<file path="config.mk">
export PLATFORM = sky130hd
export DESIGN_NAME = tracker_cell_translator_flat
export DESIGN_NICKNAME = d
export VERILOG_FILES = /design/src/rtl/core/tct_pkg.sv /design/src/rtl/core/tct_ifs.sv /design/src/rtl/core/tracker_cell_translator.sv /design/src/rtl/core/tct_inst_map.sv /design/src/rtl/core/tct_chan_state.sv /design/src/rtl/core/tct_cell_xlate.sv /design/src/flat_wrapper.sv
export SDC_FILE = /design/constraint.sdc
export NUM_CORES = 2
export LEC_CHECK = 0
export BUFFER_PORTS_ARGS = -buffer_cell sky130_fd_sc_hd__buf_2
export CAP_MARGIN = 20
export CORE_MARGIN = 2
export CORE_UTILIZATION = 65
export CTS_CLUSTER_DIAMETER = 80
export DETAILED_ROUTE_END_ITERATION = 12
export PLACE_DENSITY = 0.85
export SLEW_MARGIN = 20
export SYNTH_ARGS = -nofsm -noshare
export SYNTH_HDL_FRONTEND = slang
export SYNTH_SLANG_ARGS = --single-unit
</file>
<file path="constraint.sdc">
create_clock -name clk -period 13.25 [get_ports clk]
set_clock_uncertainty 0.15 [all_clocks]
set_input_delay 0.6625 -clock clk [delete_from_list [all_inputs] [get_ports clk]]
set_output_delay 0.6625 -clock clk [all_outputs]
set_load 0.02 [all_outputs]
</file>
<file path="src/rtl/core/tct_pkg.sv">
`timescale 1ns / 1ps
package tct_pkg;

  localparam int CHANNELS    = 32;
  localparam int INSTRUMENTS = 128;
  localparam int CH_W        = $clog2(CHANNELS);
  localparam int INST_W      = $clog2(INSTRUMENTS);

  // opcodes
  localparam logic [1:0] OP_CONVERT   = 2'd0;
  localparam logic [1:0] OP_MAP_WRITE = 2'd1;
  localparam logic [1:0] OP_CLEAR     = 2'd2;

  // source note codes
  localparam logic [7:0] NOTE_FIRST   = 8'd1;
  localparam logic [7:0] NOTE_LAST    = 8'd96;
  localparam logic [7:0] NOTE_OFF_SRC = 8'd97;
  localparam logic [7:0] NOTE_OFF_DST = 8'd128;

  localparam logic [7:0] SYNTH_NONE  = 8'd255;
  localparam logic [7:0] SYNTH_LOCAL = 8'd0;
  localparam logic [7:0] SYNTH_SAT   = 8'd254;

  localparam logic [7:0] VOL_LO = 8'h10;
  localparam logic [7:0] VOL_HI = 8'h50;

  // source effect codes
  localparam logic [7:0] FX_ARPEGGIO   = 8'h00;
  localparam logic [7:0] FX_SLIDE_UP   = 8'h01;
  localparam logic [7:0] FX_SLIDE_DOWN = 8'h02;
  localparam logic [7:0] FX_TONE_PORTA = 8'h03;
  localparam logic [7:0] FX_PANNING    = 8'h08;
  localparam logic [7:0] FX_OFFSET     = 8'h09;
  localparam logic [7:0] FX_VOL_SLIDE  = 8'h0A;
  localparam logic [7:0] FX_VOLUME     = 8'h0C;
  localparam logic [7:0] FX_SPEED      = 8'h0F;

  // target controller numbers
  localparam logic [9:0] CTL_NONE      = 10'h000;
  localparam logic [9:0] CTL_ARPEGGIO  = 10'h008;
  localparam logic [9:0] CTL_OFFSET    = 10'h009;
  localparam logic [9:0] CTL_VOL_SLIDE = 10'h00A;
  localparam logic [9:0] CTL_SPEED     = 10'h00F;
  localparam logic [9:0] CTL_PANNING   = 10'h200;

  typedef struct packed {
    logic [1:0] opcode;
    logic [4:0] channel;
    logic [7:0] note_code;
    logic [7:0] instrument;
    logic [7:0] volume;
    logic [7:0] effect;
    logic [7:0] param;
  } cell_t;

  typedef struct packed {
    logic [7:0]  note_out;
    logic [7:0]  synth_out;
    logic [8:0]  velocity_out;
    logic [9:0]  controller_out;
    logic [15:0] controller_value;
  } result_t;

  typedef struct packed {
    logic [7:0] last_note;
    logic       has_synth;
  } chan_st_t;

  typedef struct packed {
    logic       mapped;
    logic [7:0] synth;
  } map_rd_t;

endpackage

</file>
<file path="src/rtl/core/tct_ifs.sv">
`timescale 1ns / 1ps
interface tct_in_if;
  logic       valid;
  logic       ready;
  logic [1:0] opcode;
  logic [4:0] channel;
  logic [7:0] note_code;
  logic [7:0] instrument;
  logic [7:0] volume;
  logic [7:0] effect;
  logic [7:0] param;
  logic [6:0] map_index;
  logic       map_valid;
  logic [7:0] map_synth;

  modport source (
    output valid, opcode, channel, note_code, instrument, volume, effect, param,
           map_index, map_valid, map_synth,
    input  ready
  );
  modport sink (
    input  valid, opcode, channel, note_code, instrument, volume, effect, param,
           map_index, map_valid, map_synth,
    output ready
  );
endinterface

interface tct_out_if;
  logic        valid;
  logic        ready;
  logic [7:0]  note_out;
  logic [7:0]  synth_out;
  logic [8:0]  velocity_out;
  logic [9:0]  controller_out;
  logic [15:0] controller_value;

  modport source (
    output valid, note_out, synth_out, velocity_out, controller_out, controller_value,
    input  ready
  );
  modport sink (
    input  valid, note_out, synth_out, velocity_out, controller_out, controller_value,
    output ready
  );
endinterface

</file>
<file path="src/rtl/core/tracker_cell_translator.sv">
`timescale 1ns / 1ps
// channel   dir  beat
// in_chan   in   opcode, channel, cell bytes, instrument map write fields
// out_chan  out  note_out, synth_out, velocity_out, controller_out, controller_value
//
// one beat accepted per cycle unless a convert beat waits for the output register;
// convert path: input register, map read registered beside it, then result register
// map writes and channel clears give no result and never wait on out_chan
// a stalled result holds in the output register while the next cell is computed
// synchronous active-low reset clears the map valid bits and all channel state
module tracker_cell_translator (
  input  logic          clk,
  input  logic          rst_n,
  tct_in_if.sink        in_chan,
  tct_out_if.source     out_chan
);
  import tct_pkg::*;

  logic     s1_valid_r, s1_valid_nxt;
  cell_t    s1_cell_r;
  logic     out_valid_r, out_valid_nxt;
  result_t  out_res_r;
  logic     in_fire;
  logic     s1_adv;
  logic     s1_convert;
  map_rd_t  map_rd;
  chan_st_t st_rd, st_wr;
  result_t  res;

  assign s1_convert = s1_cell_r.opcode == OP_CONVERT;
  // only a convert beat needs room in the output register
  assign s1_adv     = s1_valid_r && (!s1_convert || !out_valid_r || out_chan.ready);
  assign in_chan.ready = !s1_valid_r || s1_adv;
  assign in_fire    = in_chan.valid && in_chan.ready;

  tct_inst_map u_map (
    .clk           (clk),
    .rst_n         (rst_n),
    .wr_en         (in_fire && in_chan.opcode == OP_MAP_WRITE),
    .wr_index      (in_chan.map_index),
    .wr_valid      (in_chan.map_valid),
    .wr_synth      (in_chan.map_synth),
    .rd_en         (in_fire),
    .rd_instrument (in_chan.instrument),
    .rd_data       (map_rd)
  );

  tct_chan_state u_state (
    .clk       (clk),
    .rst_n     (rst_n),
    .channel   (s1_cell_r.channel),
    .rd_state  (st_rd),
    .upd_en    (s1_adv && s1_convert),
    .upd_state (st_wr),
    .clear     (s1_adv && s1_cell_r.opcode == OP_CLEAR)
  );

  tct_cell_xlate u_xlate (
    .src_cell (s1_cell_r),
    .map_rd   (map_rd),
    .st_in    (st_rd),
    .st_out   (st_wr),
    .res      (res)
  );

  always_comb begin
    s1_valid_nxt = s1_valid_r;
    if (in_fire) begin
      s1_valid_nxt = 1'b1;
    end else if (s1_adv) begin
      s1_valid_nxt = 1'b0;
    end
    out_valid_nxt = out_valid_r;
    if (s1_adv && s1_convert) begin
      out_valid_nxt = 1'b1;
    end else if (out_chan.ready) begin
      out_valid_nxt = 1'b0;
    end
  end

  always_ff @(posedge clk) begin
    if (!rst_n) begin
      s1_valid_r  <= 1'b0;
      out_valid_r <= 1'b0;
    end else begin
      s1_valid_r  <= s1_valid_nxt;
      out_valid_r <= out_valid_nxt;
    end
  end

  always_ff @(posedge clk) begin
    if (in_fire) begin
      s1_cell_r.opcode     <= in_chan.opcode;
      s1_cell_r.channel    <= in_chan.channel;
      s1_cell_r.note_code  <= in_chan.note_code;
      s1_cell_r.instrument <= in_chan.instrument;
      s1_cell_r.volume     <= in_chan.volume;
      s1_cell_r.effect     <= in_chan.effect;
      s1_cell_r.param      <= in_chan.param;
    end
    if (s1_adv && s1_convert) begin
      out_res_r <= res;
    end
  end

  assign out_chan.valid            = out_valid_r;
  assign out_chan.note_out         = out_res_r.note_out;
  assign out_chan.synth_out        = out_res_r.synth_out;
  assign out_chan.velocity_out     = out_res_r.velocity_out;
  assign out_chan.controller_out   = out_res_r.controller_out;
  assign out_chan.controller_value = out_res_r.controller_value;

endmodule

</file>
<file path="src/rtl/core/tct_inst_map.sv">
`timescale 1ns / 1ps
module tct_inst_map (
  input  logic              clk,
  input  logic              rst_n,
  input  logic              wr_en,
  input  logic [6:0]        wr_index,
  input  logic              wr_valid,
  input  logic [7:0]        wr_synth,
  input  logic              rd_en,
  input  logic [7:0]        rd_instrument,
  output tct_pkg::map_rd_t  rd_data
);
  import tct_pkg::*;

  logic [8:0]             mem [INSTRUMENTS];
  logic [INSTRUMENTS-1:0] written_r;
  logic [8:0]             rd_word_r;
  logic                   rd_hit_r;
  logic [7:0]             rd_idx;
  logic                   rd_in_range;
  logic                   wr_in_range;

  // instrument n reads entry n-1; instrument 0 wraps out of range
  assign rd_idx      = rd_instrument - 8'd1;
  assign rd_in_range = (rd_instrument != 8'd0) && (int'(rd_idx) < INSTRUMENTS);
  assign wr_in_range = int'(wr_index) < INSTRUMENTS;

  always_ff @(posedge clk) begin
    if (wr_en && wr_in_range) begin
      mem[wr_index[INST_W-1:0]] <= {wr_valid, wr_synth};
    end
    if (rd_en) begin
      rd_word_r <= mem[rd_idx[INST_W-1:0]];
    end
  end

  always_ff @(posedge clk) begin
    if (!rst_n) begin
      written_r <= '0;
      rd_hit_r  <= 1'b0;
    end else begin
      if (wr_en && wr_in_range) begin
        written_r[wr_index[INST_W-1:0]] <= 1'b1;
      end
      if (rd_en) begin
        rd_hit_r <= rd_in_range && written_r[rd_idx[INST_W-1:0]];
      end
    end
  end

  assign rd_data.mapped = rd_hit_r && rd_word_r[8];
  assign rd_data.synth  = rd_word_r[7:0];

endmodule

</file>
<file path="src/rtl/core/tct_chan_state.sv">
`timescale 1ns / 1ps
module tct_chan_state (
  input  logic               clk,
  input  logic               rst_n,
  input  logic [4:0]         channel,
  output tct_pkg::chan_st_t  rd_state,
  input  logic               upd_en,
  input  tct_pkg::chan_st_t  upd_state,
  input  logic               clear
);
  import tct_pkg::*;

  chan_st_t state_r [CHANNELS];
  logic     ch_ok;

  assign ch_ok    = int'(channel) < CHANNELS;
  assign rd_state = ch_ok ? state_r[channel[CH_W-1:0]] : '0;

  always_ff @(posedge clk) begin
    if (!rst_n || clear) begin
      for (int i = 0; i < CHANNELS; i++) begin
        state_r[i] <= '0;
      end
    end else if (upd_en && ch_ok) begin
      state_r[channel[CH_W-1:0]] <= upd_state;
    end
  end

endmodule

</file>
<file path="src/rtl/core/tct_cell_xlate.sv">
`timescale 1ns / 1ps
module tct_cell_xlate (
  input  tct_pkg::cell_t     src_cell,
  input  tct_pkg::map_rd_t   map_rd,
  input  tct_pkg::chan_st_t  st_in,
  output tct_pkg::chan_st_t  st_out,
  output tct_pkg::result_t   res
);
  import tct_pkg::*;

  logic [7:0]  note;
  logic [7:0]  prev_note;
  logic        has_synth;
  logic [7:0]  synth;
  logic [8:0]  vel;
  logic [9:0]  ctl;
  logic [15:0] val;
  logic [7:0]  vol_ofs;
  logic [8:0]  vol_vel;
  logic [7:0]  vel_m1;
  logic [15:0] vel_prod;

  assign vol_ofs  = src_cell.volume - VOL_LO;
  assign vol_vel  = (src_cell.volume >= VOL_LO && src_cell.volume <= VOL_HI) ?
                    {vol_ofs, 1'b1} : 9'd0;
  assign vel_m1   = vol_vel[7:0] - 8'd1;
  assign vel_prod = 16'(vel_m1) * 16'(src_cell.param);

  always_comb begin
    note      = 8'd0;
    prev_note = st_in.last_note;
    has_synth = st_in.has_synth;
    synth     = SYNTH_LOCAL;
    vel       = vol_vel;
    ctl       = CTL_NONE;
    val       = 16'd0;

    if (src_cell.note_code >= NOTE_FIRST && src_cell.note_code <= NOTE_LAST) begin
      note      = src_cell.note_code;
      prev_note = src_cell.note_code;
    end else if (src_cell.note_code == NOTE_OFF_SRC) begin
      note      = NOTE_OFF_DST;
      prev_note = 8'd0;
    end

    if (src_cell.instrument != 8'd0) begin
      if (!map_rd.mapped) begin
        synth = SYNTH_NONE;
      end else begin
        synth     = (map_rd.synth >= SYNTH_SAT) ? SYNTH_NONE : map_rd.synth + 8'd1;
        has_synth = 1'b1;
        // mapped instrument alone retriggers the last note
        if (note == 8'd0 && prev_note != 8'd0) begin
          note = prev_note;
        end
      end
    end

    unique case (src_cell.effect)
      FX_ARPEGGIO: begin
        if (src_cell.param != 8'd0) begin
          ctl = CTL_ARPEGGIO;
          val = {4'd0, src_cell.param[7:4], 4'd0, src_cell.param[3:0]};
        end
      end
      FX_SLIDE_UP, FX_SLIDE_DOWN, FX_TONE_PORTA: begin
        ctl = {2'd0, src_cell.effect};
        val = {6'd0, src_cell.param, 2'd0};
      end
      FX_PANNING: begin
        if (has_synth) begin
          if (note == 8'd0) begin
            synth = SYNTH_LOCAL;
          end
          ctl = CTL_PANNING;
          val = {1'b0, src_cell.param[7:1], 8'd0};
        end
      end
      FX_OFFSET: begin
        ctl = CTL_OFFSET;
        val = {7'd0, src_cell.param, 1'b0};
      end
      FX_VOL_SLIDE: begin
        ctl = CTL_VOL_SLIDE;
        val = {2'd0, src_cell.param[7:4], 4'd0, src_cell.param[3:0], 2'd0};
      end
      FX_VOLUME: begin
        // product stays below 2^15, so bits 14:6 hold the scaled value
        if (vel == 9'd0) begin
          vel = {src_cell.param, 1'b1};
        end else begin
          vel = vel_prod[14:6] + 9'd1;
        end
      end
      FX_SPEED: begin
        ctl = CTL_SPEED;
        val = {8'd0, src_cell.param};
      end
      default: begin
      end
    endcase
  end

  assign st_out.last_note = prev_note;
  assign st_out.has_synth = has_synth;

  assign res.note_out         = note;
  assign res.synth_out        = synth;
  assign res.velocity_out     = vel;
  assign res.controller_out   = ctl;
  assign res.controller_value = val;

endmodule

</file>
<file path="src/flat_wrapper.sv">
// flat-port wrapper written by rule: the top's interface ports become plain ports
module tracker_cell_translator_flat import tct_pkg::*;
  (clk, rst_n, in_chan_valid, in_chan_opcode, in_chan_channel, in_chan_note_code, in_chan_instrument, in_chan_volume, in_chan_effect, in_chan_param, in_chan_map_index, in_chan_map_valid, in_chan_map_synth, in_chan_ready, out_chan_valid, out_chan_note_out, out_chan_synth_out, out_chan_velocity_out, out_chan_controller_out, out_chan_controller_value, out_chan_ready);
  tct_in_if in_chan_i ();
  tct_out_if out_chan_i ();
  input  logic clk;
  input  logic rst_n;
  input wire logic [$bits(in_chan_i.valid)-1:0] in_chan_valid;
  input wire logic [$bits(in_chan_i.opcode)-1:0] in_chan_opcode;
  input wire logic [$bits(in_chan_i.channel)-1:0] in_chan_channel;
  input wire logic [$bits(in_chan_i.note_code)-1:0] in_chan_note_code;
  input wire logic [$bits(in_chan_i.instrument)-1:0] in_chan_instrument;
  input wire logic [$bits(in_chan_i.volume)-1:0] in_chan_volume;
  input wire logic [$bits(in_chan_i.effect)-1:0] in_chan_effect;
  input wire logic [$bits(in_chan_i.param)-1:0] in_chan_param;
  input wire logic [$bits(in_chan_i.map_index)-1:0] in_chan_map_index;
  input wire logic [$bits(in_chan_i.map_valid)-1:0] in_chan_map_valid;
  input wire logic [$bits(in_chan_i.map_synth)-1:0] in_chan_map_synth;
  output wire logic [$bits(in_chan_i.ready)-1:0] in_chan_ready;
  output wire logic [$bits(out_chan_i.valid)-1:0] out_chan_valid;
  output wire logic [$bits(out_chan_i.note_out)-1:0] out_chan_note_out;
  output wire logic [$bits(out_chan_i.synth_out)-1:0] out_chan_synth_out;
  output wire logic [$bits(out_chan_i.velocity_out)-1:0] out_chan_velocity_out;
  output wire logic [$bits(out_chan_i.controller_out)-1:0] out_chan_controller_out;
  output wire logic [$bits(out_chan_i.controller_value)-1:0] out_chan_controller_value;
  input wire logic [$bits(out_chan_i.ready)-1:0] out_chan_ready;
  assign in_chan_i.valid = in_chan_valid;
  assign in_chan_i.opcode = in_chan_opcode;
  assign in_chan_i.channel = in_chan_channel;
  assign in_chan_i.note_code = in_chan_note_code;
  assign in_chan_i.instrument = in_chan_instrument;
  assign in_chan_i.volume = in_chan_volume;
  assign in_chan_i.effect = in_chan_effect;
  assign in_chan_i.param = in_chan_param;
  assign in_chan_i.map_index = in_chan_map_index;
  assign in_chan_i.map_valid = in_chan_map_valid;
  assign in_chan_i.map_synth = in_chan_map_synth;
  assign in_chan_ready = in_chan_i.ready;
  assign out_chan_valid = out_chan_i.valid;
  assign out_chan_note_out = out_chan_i.note_out;
  assign out_chan_synth_out = out_chan_i.synth_out;
  assign out_chan_velocity_out = out_chan_i.velocity_out;
  assign out_chan_controller_out = out_chan_i.controller_out;
  assign out_chan_controller_value = out_chan_i.controller_value;
  assign out_chan_i.ready = out_chan_ready;
  tracker_cell_translator u_core (.clk(clk), .rst_n(rst_n), .in_chan(in_chan_i), .out_chan(out_chan_i));
endmodule
</file>
==> flow_summary.toml <==
[global_routing]
grtUsageTotal_pct = 32.3
grt_first_pass_wirelength_mm = 253
grt_pass1_vias = 38200
grt-ovfl-total = 0
grt_max_degree = 108
antenna_found_initial = 6

[placement]
dp_slack_ns = 5.07
dp_hpwl_mm = 97.1
gp_congestion = 0.875
place_area_um2 = 70600
portBuffers = 117

[routing]
first_pass_iters = 6
antenna_left = 0
vias = 37600
drc = 0
drtIter0Drc = 5220
wire_per_inst_um = 31.2
wirelength_mm = 171
vias_per_cell = 6.87

[finish]
layout_commonest_cell = "edfxtp_1"
layout.cells.most_common_list = "1545 x edfxtp_1, 656 x nor2_1, 469 x mux4_2"
drive_above_1_share_pct = 23.2
areaGrowthSynthToFinish_pct = 11.7
fin_util_pct = 73.0
design_area_um2 = 76600
fillers = 5675
nets = 4081

[status]
status = "finished clean"

[clock_network]
clkTransAtPathRegs_ns = 0.06
numCtsBuffers = 163
htreeDepth = 4
insertion_delay_ns = 0.80
cts_tree = "done"
cts_sinks = 1681
cts-root-buf = "clkbuf_16"
clock_path_buffers = 3

[yosys]
synthCells = 3759
netlist_area_um2 = 68600
synthMuxAreaShare_pct = 16.9
yosysSeqAreaShare_pct = 71.6
yosysTopAreaCell = "edfxtp_1"
synthSimpleGateAreaFrac_pct = 5.99
synth_adder_area_share_pct = 1.69
ys_warn_count = 0
syn_area_per_cell_um2 = 18.2
synth_top_area_share_pct = 67.6
synth_xor_area_share_pct = 0.421
synth_compound_area_share_pct = 1.79
synth.top_cells.by_area = "edfxtp_1 68%, mux4_2 15%, dfxtp_1 4.0%, nor2_1 3.6%, fa_1 0.99%"
synth_top_family_by_area = "multiplexers"
ys_ff_latch = 1681
synth_edf_count = 1545
ys_async_sr_fraction_pct = 0
synth_cell_types = 70
synth_ff_type = "edfxtp_1"

[sta]
fmax_ghz = 0.120
setup-tns-final_ns = 0
layout_min_cycle_time_ns = 8.33
slew_headroom_pct = 20.9
finalHoldWorstSlack_ns = 0.0446
fin_ws_ns = 4.92
setup_viol = 0
finalCritPeriodShare_pct = 62.9
drv_slew = 0
rsz0062_at_grt = "no"
hold_viol_final = 0
tightest_slew_ns = 1.18

[hold_path]
whs_endpoint = "u_core.s1_cell_r[29]$_DFFE_PP_"
hp-start = "in_chan_instrument[5]"
worst_hold_path.num_cells = 1
hold_class = "input pin to flip-flop"

[critical_path]
path_class = "flip-flop to flip-flop"
end_kind = "flip-flop"
critPathArrivalTime_ns = 8.70
startpoint_type = "flip-flop"
critPathSlowestCell = "or4_1"
rr_worst_depth = 24
reg2reg_to = "u_core.out_chan.velocity_out[6]$_DFFE_PP_"
path_max_fanout = 26
max_stage_delay_ns = 0.60
reg2reg_slack_ns = 4.92
crit_path_cell_trace = "or4_1 -> o22a_1 -> nor2_1 -> nor2b_1 -> fa_1 -> inv_1 -> fa_1 -> fa_1 -> inv_1 -> fa_1 -> ha_1 -> and4_1 -> a21o_1 -> a21oi_1 -> ha_1 -> nand2_1 -> or3_1 -> a211oi_1 -> a311oi_1 -> nor3_1 -> o21ai_0 -> a221o_1 -> xor2_1 -> a221o_1"
cp.required_ns = 13.62
cp_top_family = "adder cells"
crit_buf_inv = 2
cpMostUsedCell = "fa_1"
r2r_start = "u_core.s1_cell_r[23]$_DFFE_PP_"

[die]
die_w_um = 329
die_h_um = 329
ioPinCount = 120
num_rows = 119
start_util_pct = 65.3
dieArea_um2 = 108000
coreArea_um2 = 105000

[pwr]
vdd_ir_drop_max_v = 0.000139
combPwrFrac_pct = 12.6
power_frac_seq_pct = 48.4
p_switching_mw = 2.96
power_density_nw_per_um2 = 159
sw_frac_of_total_pct = 24.3
intPower_mw = 9.21
clockPowerShare_pct = 39.0
leakagePower_nw = 25.4

[run]
maxCapViolCount = 0
## metrics by stage
stage / power (mW) / instances
global placement: 7.44 / 5121
detailed placement: 7.48 / 5121
CTS: 12.2 / 5468
global route: 12.5 / 5471
finish: 12.2 / 5473
floorplan: 7.04 / 3764
## kinds of logic (layout without fill, tap and decap cells)
kind of cell	Yosys count	after routing
flip-flops	1681	1681
AND/OR/NAND/NOR	983	983
multiplexers	543	543
buffers and inverters	262	578
AO/OA/AOI/OAI	184	184
adder cells (fa/ha/maj)	72	72
XOR/XNOR	33	33
other	1	8
## worst reg2reg max path: cells and delay by family (launching register included)
family / cells / cell delay, ns
adders and majority gates: 6 / 2.53
and+or+nand+nor: 7 / 2.36
AOI/OAI and AO/OA: 8 / 2.31
DFF: 1 / 0.46
xor gates and xnor gates: 1 / 0.15
buffers and inverters: 2 / 0.12
## power by group through the flow
stage / registers [mW] / clock network [mW] / logic [mW]
2_1_floorplan: 5.97 / 0 / 1.06
3_3_place_gp: 6.00 / 0 / 1.44
3_5_place_dp: 6.00 / 0 / 1.48
4_1_cts: 5.89 / 4.76 / 1.52
5_1_grt: 5.89 / 4.95 / 1.65
6_report: 5.89 / 4.74 / 1.54
## what timing repair did
action                                 4_1_cts  5_1_grt
gates resized for setup                      0        0
endpoints found under the hold margin       49        0
hold buffers                                44        0
buffers inserted                             0        0
## synthesized netlist by cell type (27+ instances only)
library cell and count:
mux4_2 469, o21ai_0 49, buf_2 29, inv_1 50
ha_1 38, fa_1 34, mux2i_1 32, a21oi_1 28
nor2b_1 43, nor2_1 660, edfxtp_1 1545, clkbuf_1 137
mux2_2 28, dfxtp_1 136, o21a_1 35, buf_1 27
nand2_1 173
## registers in the layout, indices dropped and copies added (netlist names), 9 cells and up, named ones only
name                              cells
u_core.out_chan.controller_value     15
u_core.out_chan.controller_out        9
u_core.u_map.mem                   1152
u_core.u_map.rd_word_r                9
u_core.u_map.written_r              128
u_core.s1_cell_r                     47
u_core.out_chan.velocity_out          9
u_core.u_state.state_r              288
## cell type report
type,instances,area [um2],share of cell area [%]
flip-flops and latches,1681,49100,64.1
multi-input cells,1821,18500,24.1
clock buffers,231,4640,6.06
well taps,1391,1740,2.27
repair buffers,223,1580,2.07
clock inverters,72,822,1.07
inverters,52,196,0.256
diodes,2,5.00,0.00653
## how the worst max path moves through the flow
stage | from | endpoint | depth (start not counted)
after floorplan | u_core.s1_cell_r[23]$_DFFE_PP_ | u_core.out_chan.velocity_out[6]$_DFFE_PP_ | 25
after global placement | u_core.s1_cell_r[16]$_DFFE_PP_ | u_core.out_chan.velocity_out[6]$_DFFE_PP_ | 24
after detailed placement | u_core.s1_cell_r[23]$_DFFE_PP_ | u_core.out_chan.velocity_out[6]$_DFFE_PP_ | 24
after CTS | u_core.s1_cell_r[23]$_DFFE_PP_ | u_core.out_chan.velocity_out[6]$_DFFE_PP_ | 24
after global routing | u_core.s1_cell_r[23]$_DFFE_PP_ | u_core.out_chan.velocity_out[6]$_DFFE_PP_ | 24
final | u_core.s1_cell_r[23]$_DFFE_PP_ | u_core.out_chan.velocity_out[6]$_DFFE_PP_ | 24
## layer usage
metal	GRT usage [%]	wire, um
met1	42.4	58400
met2	53.7	86300
met3	6.67	18800
met4	13.2	7410
met5	0	69
Power figures use the tool's default switching activity.
